**src/hdl/min_product_path_counter_top_assert.svh**
```systemverilog
// Assertion macros for the minimum product path counter top level.
// Depends on a clock named clk and a reset named rst in the including scope.
`ifndef MIN_PRODUCT_PATH_COUNTER_TOP_ASSERT_SVH
`define MIN_PRODUCT_PATH_COUNTER_TOP_ASSERT_SVH

// Check that a condition implies a consequence in the same cycle.
`define MPC_ASSERT_NOW(label, cond, cons, msg) \
  label: assert property (@(posedge clk) disable iff (rst) (cond) |-> (cons)) \
    else $error(msg);

// Check that a condition implies a consequence in the next cycle.
`define MPC_ASSERT_NEXT(label, cond, cons, msg) \
  label: assert property (@(posedge clk) disable iff (rst) (cond) |=> (cons)) \
    else $error(msg);

`endif

```
**src/hdl/mpc_ram.sv**
```systemverilog
// Generic single write port, single read port RAM with registered read.
// No dependencies.
module mpc_ram #(
  parameter int WIDTH = 8,
  parameter int DEPTH = 16
) (
  input  logic                     clk,
  input  logic                     we,
  input  logic [$clog2(DEPTH)-1:0] waddr,
  input  logic [WIDTH-1:0]         wdata,
  input  logic [$clog2(DEPTH)-1:0] raddr,
  output logic [WIDTH-1:0]         rdata
);

  logic [WIDTH-1:0] mem [DEPTH];

  always_ff @(posedge clk) begin
    if (we) begin
      mem[waddr] <= wdata;
    end
    rdata <= mem[raddr];
  end

endmodule

```
**config.mk**
```make
export PLATFORM = sky130hd
export DESIGN_NAME = mpc_ram
export DESIGN_NICKNAME = d
export VERILOG_FILES = /design/src/hdl/min_product_path_counter_top_assert.svh /design/src/hdl/mpc_ram.sv
export SDC_FILE = /design/constraint.sdc
export NUM_CORES = 1
export LEC_CHECK = 0
export BUFFER_PORTS_ARGS = -buffer_cell sky130_fd_sc_hd__buf_2
export CAP_MARGIN = 20
export CORE_MARGIN = 2
export CORE_UTILIZATION = 65
export DETAILED_ROUTE_END_ITERATION = 8
export MAX_ROUTING_LAYER = met4
export PLACE_DENSITY = 0.86
export SYNTH_ARGS = -nofsm -noshare
export SYNTH_HDL_FRONTEND = slang
export SYNTH_SLANG_ARGS = --single-unit
```
**constraint.sdc**
```tcl
create_clock -name clk -period 5.1 [get_ports clk]
set_clock_uncertainty 0.15 [all_clocks]
set_input_delay 1.02 -clock clk [delete_from_list [all_inputs] [get_ports clk]]
set_output_delay 1.02 -clock clk [all_outputs]
set_load 0.02 [all_outputs]
```
==> results.yml <==
outcome:
  status: "completed"
timing:
  tns_ns: 0
  rsz0062_at_grt: "false"
  slew_headroom: 0.3335
  hold_ws_ns: 0.5430
  maxSlewViolCount: 0
  finalHoldViolCount: 0
  fin_crit_sh: 0.5182
  setup_viol: 0
  tightest_slew_ns: 0.9997
  fmax_ghz: 0.3784
  fin_crit_ns: 2.643
setup_path:
  r2r_slack_ns: 3.40
  crit_start: "raddr[0]"
  crit_type: "in2reg"
  r2r_end: "rdata[0]$_DFF_P_"
  critPathMaxStageDelay_ns: 0.76
  path_max_fanout: 32
  crit_required_ns: 5.35
  cp_slowest_cell: "mux4_1"
  worst-path-buf-inv: 1
  end_kind: "flip-flop"
  critPathLaunchType: "input pin"
  ff2ff_path_depth: 3
  arrival_ns: 2.89
  critPathCapture: "rdata[0]$_DFF_P_"
  path_cells: "buf_2 -> mux4_1 -> a22oi_1 -> nand2_1"
  r2r_start: "mem[2][0]$_DFFE_PP_"
  cp.depth: 4
  cp_top_family: "multiplexers"
synthesis:
  synth_nets: 247
  synth_edf_count: 128
  synth_compound_area_frac: 0.02333
  synthesis.area_um2: 5147
  synth_commonest_cells: "128 x edfxtp_1, 18 x mux4_2, 16 x a22oi_1"
  synthMuxAreaShare: 0.1502
  syn_area_per_cell_um2: 22.48
  synthCells: 229
  synth-simple-area-share: 0.03184
  yosysUniqueCellTypes: 19
  async_flop_share: 0
  synth_top_family_by_area: "multiplexers"
  synth.most_common_cell: "edfxtp_1"
  seq_area_frac_synth: 0.7778
  synth_area_leader_cell: "edfxtp_1"
  synth_top_area_share: 0.7467
  ys_top_cells_by_area: "edfxtp_1 75%, mux4_2 7.9%, mux4_1 7.1%, dfxtp_1 3.1%, a22oi_1 2.3%"
  synth-xor-area-share: 0
  synth_seq_cells: 136
  yosys_warnings: 0
  synthAdderAreaFrac: 0
  synthFlopType: "edfxtp_1"
global_route:
  antenna_found_initial: 0
  grtUsageTotal: 0.2917
  grt_pass1_wl_mm: 16.04
  grt_max_degree: 33
  grt_pass1_vias: 2542
  overflow: 0
die:
  ios: 26
  die_w_um: 92.99
  start_util: 0.6696
  die_area_um2: 8647
  num_rows: 32
  core-area_um2: 7687
  fp.dieH_um: 92.99
place:
  io_buffers: 25
  hpwl_mm: 5.577
  gp_congestion: 0.7184
hold_path:
  hold_class: "reg2reg"
  worstHoldStart: "mem[9][2]$_DFFE_PP_"
clock_network:
  cts-htree-levels: 4
  ctsHoldBuffers: 0
  clock_latency_ns: 0.51
  clk_path_buf_depth: 2
  post_cts_buffers: 0
  clock-sinks: 136
  cts_tree: "yes"
  cts_resized: 0
  clkTransAtPathRegs_ns: 0.06
  cts_root_buf: "clkbuf_8"
  cts_buffers: 17
power:
  power_leakage_nw: 1.999
  ir_drop_mv: 0.2857
  power_density_nw_per_um2: 439.8
flow_run:
  maxCapViolCount: 0
routing:
  drc_errors: 0
  via_per_inst: 6.627
  vias: 2538
  routedWlPerCell_um: 28.70
  drt_iter0_drc: 332
  routed_wl_mm: 10.99
  postRouteAntennaNets: 0
  dr.pass1.iters: 8
finish:
  nets: 285
  area_growth_pct: 15.48
  drive_above_1_share: 0.2786
[power by group]
group          switching, W  internal, W  total [W]
clock              0.000448     0.000788    0.00124
combinational     0.0000715    0.0000450   0.000117
sequential        0.0000119      0.00125    0.00126
total              0.000531      0.00208    0.00261
[cell usage in the layout, fill, tap and decap left out]
master and count:
a22oi_1 16, and2_1 1, and2b_1 1, buf_2 26, buf_4 3, bufinv_16 4
clkbuf_1 1, clkbuf_16 16, clkbuf_8 1, clkinv_1 1, clkinv_2 4, clkinv_4 1
clkinvlp_4 4, dfxtp_1 8, diode_2 1, edfxtp_1 128, mux4_1 14, mux4_2 18
nand2_1 9, nand2b_1 2, nand3_1 1, nand3b_1 2, nor2_1 13, nor2b_1 1
nor3_1 4, or3b_2 1
[tightest hold or removal path: stages, from the launching register on]
cell and delay [ns]:
edfxtp_1 0.31, mux4_1 0.22, a22oi_1 0.08, nand2_1 0.05
[sequential cells by signal (all words and copies together), names as in the netlist]
name	flops
rdata	8
mem	128
[layer usage]
layer  up-vias  share of wire  GRT usage  wire length, um
li1       1053              -          -                -
met1      1278           0.38     0.3958             4188
met2       187           0.51     0.4378             5626
met3        20          0.092    0.09589             1015
met4         0          0.015    0.08456              162
met5         -              0          -                0
[per-stage QoR]
step / worst slack [ns] / power (W) / utilization / cell area, um^2 / std cells
2_1_floorplan: 2.437 / 0.001351 / - / 5147 / 229
3_3_place_gp: 1.899 / 0.001391 / 0.6942 / 5336 / 349
3_5_place_dp: 1.933 / 0.001396 / 0.6948 / 5341 / 350
4_1_cts: 2.400 / 0.002626 / 0.7729 / 5942 / 382
5_1_grt: 2.326 / 0.002682 / 0.7729 / 5942 / 382
6_report: 2.457 / 0.002615 / 0.7733 / 5944 / 383
[worst min path at each step]
| stage | cells after the start | endpoint | slack [ns] |
|---|---|---|---|
| 4_1_cts | 3 | rdata[2]$_DFF_P_ | 0.55 |
| 5_1_grt | 3 | rdata[1]$_DFF_P_ | 0.56 |
| 6_report | 3 | rdata[2]$_DFF_P_ | 0.54 |
| 2_1_floorplan | 3 | rdata[0]$_DFF_P_ | 0.48 |
| 3_5_place_dp | 3 | rdata[2]$_DFF_P_ | 0.52 |
| 3_3_place_gp | 3 | rdata[0]$_DFF_P_ | 0.49 |
[cell families (layout without fill, tap and decap cells)]
family                 after synthesis  count (layout)
AO/OA/AOI/OAI                       16              16
multiplexers                        32              32
other                                0               1
AND/OR/NAND/NOR                     35              35
flip-flops                         136             136
buffers and inverters               10              61
[area by class of cell]
type                       instances  area [um^2]
antenna                            1        2.502
clock buffer                      18        417.9
clock inverter                    14        182.7
fill                             384         1743
multi-input combinational         83         1057
sequential                       136         4004
tap                              102        127.6
timing repair buffer              29        152.6
Power figures use the tool's default switching activity.
