[src/hdl/min_product_path_counter_top_assert.svh]
// Assertion macros for the minimum product path counter top level.
// Depends on a clock named clk and a reset named rst in the including scope.
`ifndef MIN_PRODUCT_PATH_COUNTER_TOP_ASSERT_SVH
`define MIN_PRODUCT_PATH_COUNTER_TOP_ASSERT_SVH

// Check that a condition implies a consequence in the same cycle.
`define MPC_ASSERT_NOW(label, cond, cons, msg) \
  label: assert property (@(posedge clk) disable iff (rst) (cond) |-> (cons)) \
    else $error(msg);

// Check that a condition implies a consequence in the next cycle.
`define MPC_ASSERT_NEXT(label, cond, cons, msg) \
  label: assert property (@(posedge clk) disable iff (rst) (cond) |=> (cons)) \
    else $error(msg);

`endif

[src/hdl/mpc_pkg.sv]
// Shared types, codes and constants for the minimum product path counter.
// No dependencies.
package mpc_pkg;

  localparam int NODE_W        = 10;
  localparam int CNT_W         = 17;
  localparam int COST_BITS     = 16;
  localparam int LOG_FRAC_BITS = 24;
  localparam int IP_W          = $clog2(COST_BITS);
  localparam int W_BITS        = IP_W + LOG_FRAC_BITS;
  localparam int DIST_W        = 40;
  localparam int CFG_IDX_W     = 8;
  localparam int CFG_DATA_W    = 10;
  localparam int DEF_MAX_NODES = 1024;
  localparam int DEF_MAX_EDGES = 8192;

  localparam logic [CNT_W-1:0] COUNT_MOD = 17'd104659;

  localparam logic [CFG_IDX_W-1:0] REG_NODE_COUNT = 8'd0;
  localparam logic [CFG_IDX_W-1:0] REG_TIE_TOL    = 8'd1;

  typedef enum logic [1:0] {
    CMD_LOAD  = 2'd0,
    CMD_RUN   = 2'd1,
    CMD_QUERY = 2'd2,
    CMD_CLEAR = 2'd3
  } cmd_t;

  typedef enum logic [1:0] {
    ST_OK      = 2'd0,
    ST_FULL    = 2'd1,
    ST_BADNODE = 2'd2,
    ST_ZERO    = 2'd3
  } status_t;

  typedef struct packed {
    cmd_t                 command;
    logic [NODE_W-1:0]    end_a;
    logic [NODE_W-1:0]    end_b;
    logic [COST_BITS-1:0] cost;
    logic [NODE_W-1:0]    query_node;
  } req_t;

  typedef struct packed {
    status_t           status;
    logic [CNT_W-1:0]  path_count;
    logic              reached;
  } rsp_t;

  typedef struct packed {
    logic              valid;
    logic [DIST_W-1:0] dist_sum;
    logic [CNT_W-1:0]  count;
    logic              queued;
  } node_rec_t;

  typedef struct packed {
    logic [DIST_W-1:0] key;
    logic [NODE_W-1:0] node;
  } heap_rec_t;

  typedef struct packed {
    logic [NODE_W-1:0] target;
    logic [W_BITS-1:0] weight;
  } ent_rec_t;

endpackage

[src/hdl/mpc_log2.sv]
// Iterative fixed-point base-2 logarithm: normalize one bit a cycle, then one
// squaring per fraction bit. Depends on mpc_pkg.
module mpc_log2
  import mpc_pkg::*;
(
  input  logic                 clk,
  input  logic                 rst,
  input  logic                 start,
  input  logic [COST_BITS-1:0] cost,
  output logic                 done,
  output logic [W_BITS-1:0]    weight
);

  localparam int CNT_BW = $clog2(LOG_FRAC_BITS);

  typedef enum logic [2:0] {
    L_IDLE = 3'b001,
    L_NORM = 3'b010,
    L_SQR  = 3'b100
  } lstate_t;

  lstate_t                  state;
  logic [31:0]              m;
  logic [IP_W-1:0]          ip;
  logic [LOG_FRAC_BITS-1:0] frac;
  logic [CNT_BW-1:0]        bit_cnt;
  logic [63:0]              sq;
  logic [32:0]              sq_top;

  assign sq     = m * m;
  assign sq_top = sq[63:31];
  assign weight = {ip, frac};

  always_ff @(posedge clk) begin
    done <= !rst && (state == L_SQR) && (bit_cnt == '0);
    if (rst) begin
      state <= L_IDLE;
    end else begin
      case (state)
        L_IDLE: begin
          if (start) begin
            m     <= 32'(cost) << (32 - COST_BITS);
            ip    <= IP_W'(COST_BITS - 1);
            frac  <= '0;
            state <= L_NORM;
          end
        end
        L_NORM: begin
          if (m[31]) begin
            bit_cnt <= CNT_BW'(LOG_FRAC_BITS - 1);
            state   <= L_SQR;
          end else begin
            m  <= m << 1;
            ip <= ip - 1'b1;
          end
        end
        L_SQR: begin
          // square, then renormalize and shift in one fraction bit
          if (sq_top[32]) begin
            m <= sq_top[32:1];
          end else begin
            m <= sq_top[31:0];
          end
          frac <= {frac[LOG_FRAC_BITS-2:0], sq_top[32]};
          if (bit_cnt == '0) begin
            state <= L_IDLE;
          end else begin
            bit_cnt <= bit_cnt - 1'b1;
          end
        end
        default: state <= L_IDLE;
      endcase
    end
  end

endmodule

[config.mk]
export PLATFORM = sky130hd
export DESIGN_NAME = mpc_log2
export DESIGN_NICKNAME = d
export VERILOG_FILES = /design/src/hdl/min_product_path_counter_top_assert.svh /design/src/hdl/mpc_pkg.sv /design/src/hdl/mpc_log2.sv
export SDC_FILE = /design/constraint.sdc
export NUM_CORES = 2
export LEC_CHECK = 0
export ABC_AREA = 1
export BUFFER_PORTS_ARGS = -buffer_cell sky130_fd_sc_hd__clkbuf_2
export CELL_PAD_IN_SITES_DETAIL_PLACEMENT = 1
export CELL_PAD_IN_SITES_GLOBAL_PLACEMENT = 1
export CORE_ASPECT_RATIO = 1.5
export CORE_MARGIN = 1
export CORE_UTILIZATION = 28
export DETAILED_ROUTE_END_ITERATION = 8
export GPL_TIMING_DRIVEN = 0
export PLACE_DENSITY_LB_ADDON = 0.2
export SKIP_LAST_GASP = 1
export SLEW_MARGIN = 20
export SYNTH_ARGS = -nofsm -noshare
export SYNTH_HDL_FRONTEND = slang
export SYNTH_SLANG_ARGS = --single-unit
[constraint.sdc]
create_clock -name clk -period 10.2 [get_ports clk]
set_clock_uncertainty 0.15 [all_clocks]
set_input_delay 0 -clock clk [delete_from_list [all_inputs] [get_ports clk]]
set_output_delay 0 -clock clk [all_outputs]
set_load 0.01 [all_outputs]
==> summary.txt <==
Critical path
  • Worst r2r path cells: 29
  • CP Class: register to register
  • Slowest stage cell, crit path: clkbuf_1
  • Crit path launch type: register
  • Critical Path Most Common Cell: nand2_1
  • Max incr delay on CP: 0.94 ns
  • CP Max Fanout: 10
  • Worst setup EP type: register
  • Req. time, crit path: 10.17 ns
  • Crit path DAT: 9.84 ns

Timing
  • Final Hold Fails: 0
  • Worst-Margin Slew: 1.21 ns
  • Peak Freq: 101 MHz
  • Min Tclk post-route: 9.87 ns
  • RSZ-0062 raised after global routing: no
  • Slew headroom: 19.2%
  • Final Max Slew Viols: 0
  • Period utilization: 96.8%
  • Count of final setup violators: 0
  • Final hold slack: 0.0113 ns

Route
  • Routed Antenna Nets: 0
  • Drt initial violations: 1257
  • Final WL: 145 mm
  • Vias after detailed routing: 27.5k
  • Avg WL per Cell: 23.8 µm
  • Via density: 4.52
  • 1st-pass router iterations: 5
  • Drt drc: 0

Clock tree
  • Worst skew pair latency: 0.37 ns
  • Clock buffer count from CTS: 9
  • Clock transition at path regs: 0.07 ns
  • CTS tree: done
  • H-tree Lvls: 3
  • CTS Sinks: 69
  • Root Driver: clkbuf_16
  • Max Root-Sink Buffers: 2

Synth
  • Synth Instances: 4412
  • Syn_area_per_cell: 7.90 µm²
  • Post-synth top area cell: fa_1
  • Predominant post-synthesis flop cell: edfxtp_1
  • XOR/XNOR share of the synthesized area: 1.35%
  • Compound-Gate Fraction of Synth Area: 2.15%
  • Largest family of logic cells by synthesized area: adder cells
  • Post-Synthesis Cell Area: 0.0349 mm²
  • Post-synthesis adder-cell area fraction: 56.2%
  • Post-synth EDFFs: 65
  • YS warnings: 0
  • Fraction of registers with async set/reset: 0%
  • Simple-gate portion of the synthesized area: 17.0%
  • Top cell type's share of synthesized area: 45.4%
  • Sequential share of the synthesized area: 5.83%
  • Synth area leaders: fa_1 45%, inv_1 16%, nand2_1 12%, ha_1 11%, edfxtp_1 5.6%
  • Post-synthesis mux area share: 0%
  • Net Count, Synth: 5523
  • Netlist cell types: 44
  • Yosys reg bits: 69

Layout
  • Nets: 5598
  • Final core utilization: 30.5%
  • Fin area: 0.0377 mm²
  • Cell Count, Final, Fillers Out: 6092
  • Fillers: 14.9k
  • Share of cells above drive strength 1: 3.63%
  • Ant diodes: 0
  • Area Growth Syn to Fin: 8.06%

Global route
  • Largest net degree at the start of global routing: 22
  • Met3 layer usage reported by global route: 1.67%
  • Vias in the first global route: 31.4k
  • GR peak layer: met2
  • M1 GR Usage: 24.3%
  • M2 GR Usage: 46.2%
  • Initial antenna violation count: 1
  • First-pass GRT wire length: 210 mm
  • GR Util All Layers: 23.5%
  • Remaining Overflow, GRT: 0

Floorplanning
  • Initial Util: 28.2%
  • # rows: 158
  • Area of the core: 0.124 mm²
  • # IOs: 48
  • Vert. Die Dim: 434 µm
  • Die W: 290 µm
  • Die area: 0.126 mm²

Place
  • Placed Area: 0.0372 mm²
  • Input/output buffers: 47
  • Final HPWL DP: 126 mm
  • Post-placement cell count: 6061
  • Global placer's final weighted congestion: 0.896

Run
  • Max-Cap Viols: 0

Min path
  • Worst hold stages: 4
  • HP Class: primary input to register

Outcome
  • Status: complete, no violations
[critical path: cells and delay by family, from the launching register on]
kind / cells / cell delay, ns
and+or+nand+nor: 14 / 2.03
adders and majority gates: 9 / 4.54
DFF: 1 / 0.91
buffers and inverters: 6 / 1.97
[Yosys cell counts (all sizes together), types with 3 or more instances]
cell type  count
inv         1482
nand2       1140
fa           791
ha           301
nor2         146
nand3        110
clkbuf       104
edfxtp        65
a21oi         61
xor2          34
o21ai         30
buf           24
o21bai        23
xnor2         19
nand3b        16
nand4         16
nor3          13
a31o           6
or2            6
and2           5
dfxtp          4
nor4           4
a32o           3
[logic make-up (layout without fill, tap and decap cells)]
group                      after synthesis  count (layout)
adders and majority gates             1092            1092
DFF                                     69              69
AOI/OAI and AO/OA                      128             128
xor gates and xnor gates                53              53
and+or+nand+nor                       1458            1458
buffers and inverters                 1612            1692
[placed cells by master, fill, tap and decap left out, types with 5 or more instances in the layout]
cell type      synthesis  layout
inv_1               1478    1478
xor2_1                33      33
xnor2_1               19      19
clkbuf_16              0       9
nand3b_1              16      16
or2_2                  6       6
a21oi_1               60      59
dlygate4sd3_1          0      16
ha_1                 301     301
nor2_2                 7       7
edfxtp_1              65      65
fa_1                 791     791
and2_1                 5       5
clkbuf_1             104      76
nand2_2               16      16
clkbuf_2               0      74
buf_1                 13      10
o21bai_1              23      23
nor2_1               137     136
a31o_2                 6       6
nand3_1              101     101
nor3_1                11      11
nand4_1               16      16
nand3_2                9       9
buf_2                  3       6
nand2_1             1123    1123
o21ai_0               29      29
[final cells by class]
cell class	instances	area [µm²]	share of cell area, %
clock inverter	7	80.1	0.212
multi-input combinational	2731	26800	71.0
sequential	69	2030	5.39
buffer	127	572	1.52
tap	1600	2000	5.31
inverter	1484	5570	14.8
clock buffer	9	225	0.598
timing repair buffer	65	450	1.20
[final timing paths]
path / from / end / slack [ns]
max: m[5] / m[28] / 0.33
min: cost[4] / m[20] / 0.01
max reg2reg: m[5] / m[28] / 0.33
min reg2reg: bit_cnt[4] / bit_cnt[4] / 0.43
[per-layer routing]
| metal | up-vias | part of all wire, % |
|---|---|---|
| met5 | - | 0.012 |
| met4 | 2 | 7.1 |
| met3 | 259 | 2.3 |
| met2 | 500 | 55 |
| met1 | 14300 | 35 |
| li1 | 12500 | - |
[flip-flops by register name, summed over array words and instances, names as in the netlist]
| name | flops |
|---|---|
| m | 32 |
| bit_cnt | 5 |
| frac | 24 |
| done | 1 |
| state | 3 |
| ip | 4 |
[stage by stage]
stage / TNS [ns] / setup slack, ns
after detailed placement: 0 / 0.302
after global routing: 0 / 0.0941
after global placement: -0.760 / -0.134
final: 0 / 0.330
after CTS: 0 / 0.268
after floorplan: 0 / 2.84
[repair_timing]
action	4_1_cts	5_1_grt
hold buffers	16	0
setup endpoints to repair	0	2
gates resized for setup	0	0
buffers inserted	0	0
hold endpoints to repair	23	0
Power is left out: the tool's default activity adds up to more than one toggle a clock period on the data nets, which glitch-free logic cannot reach.
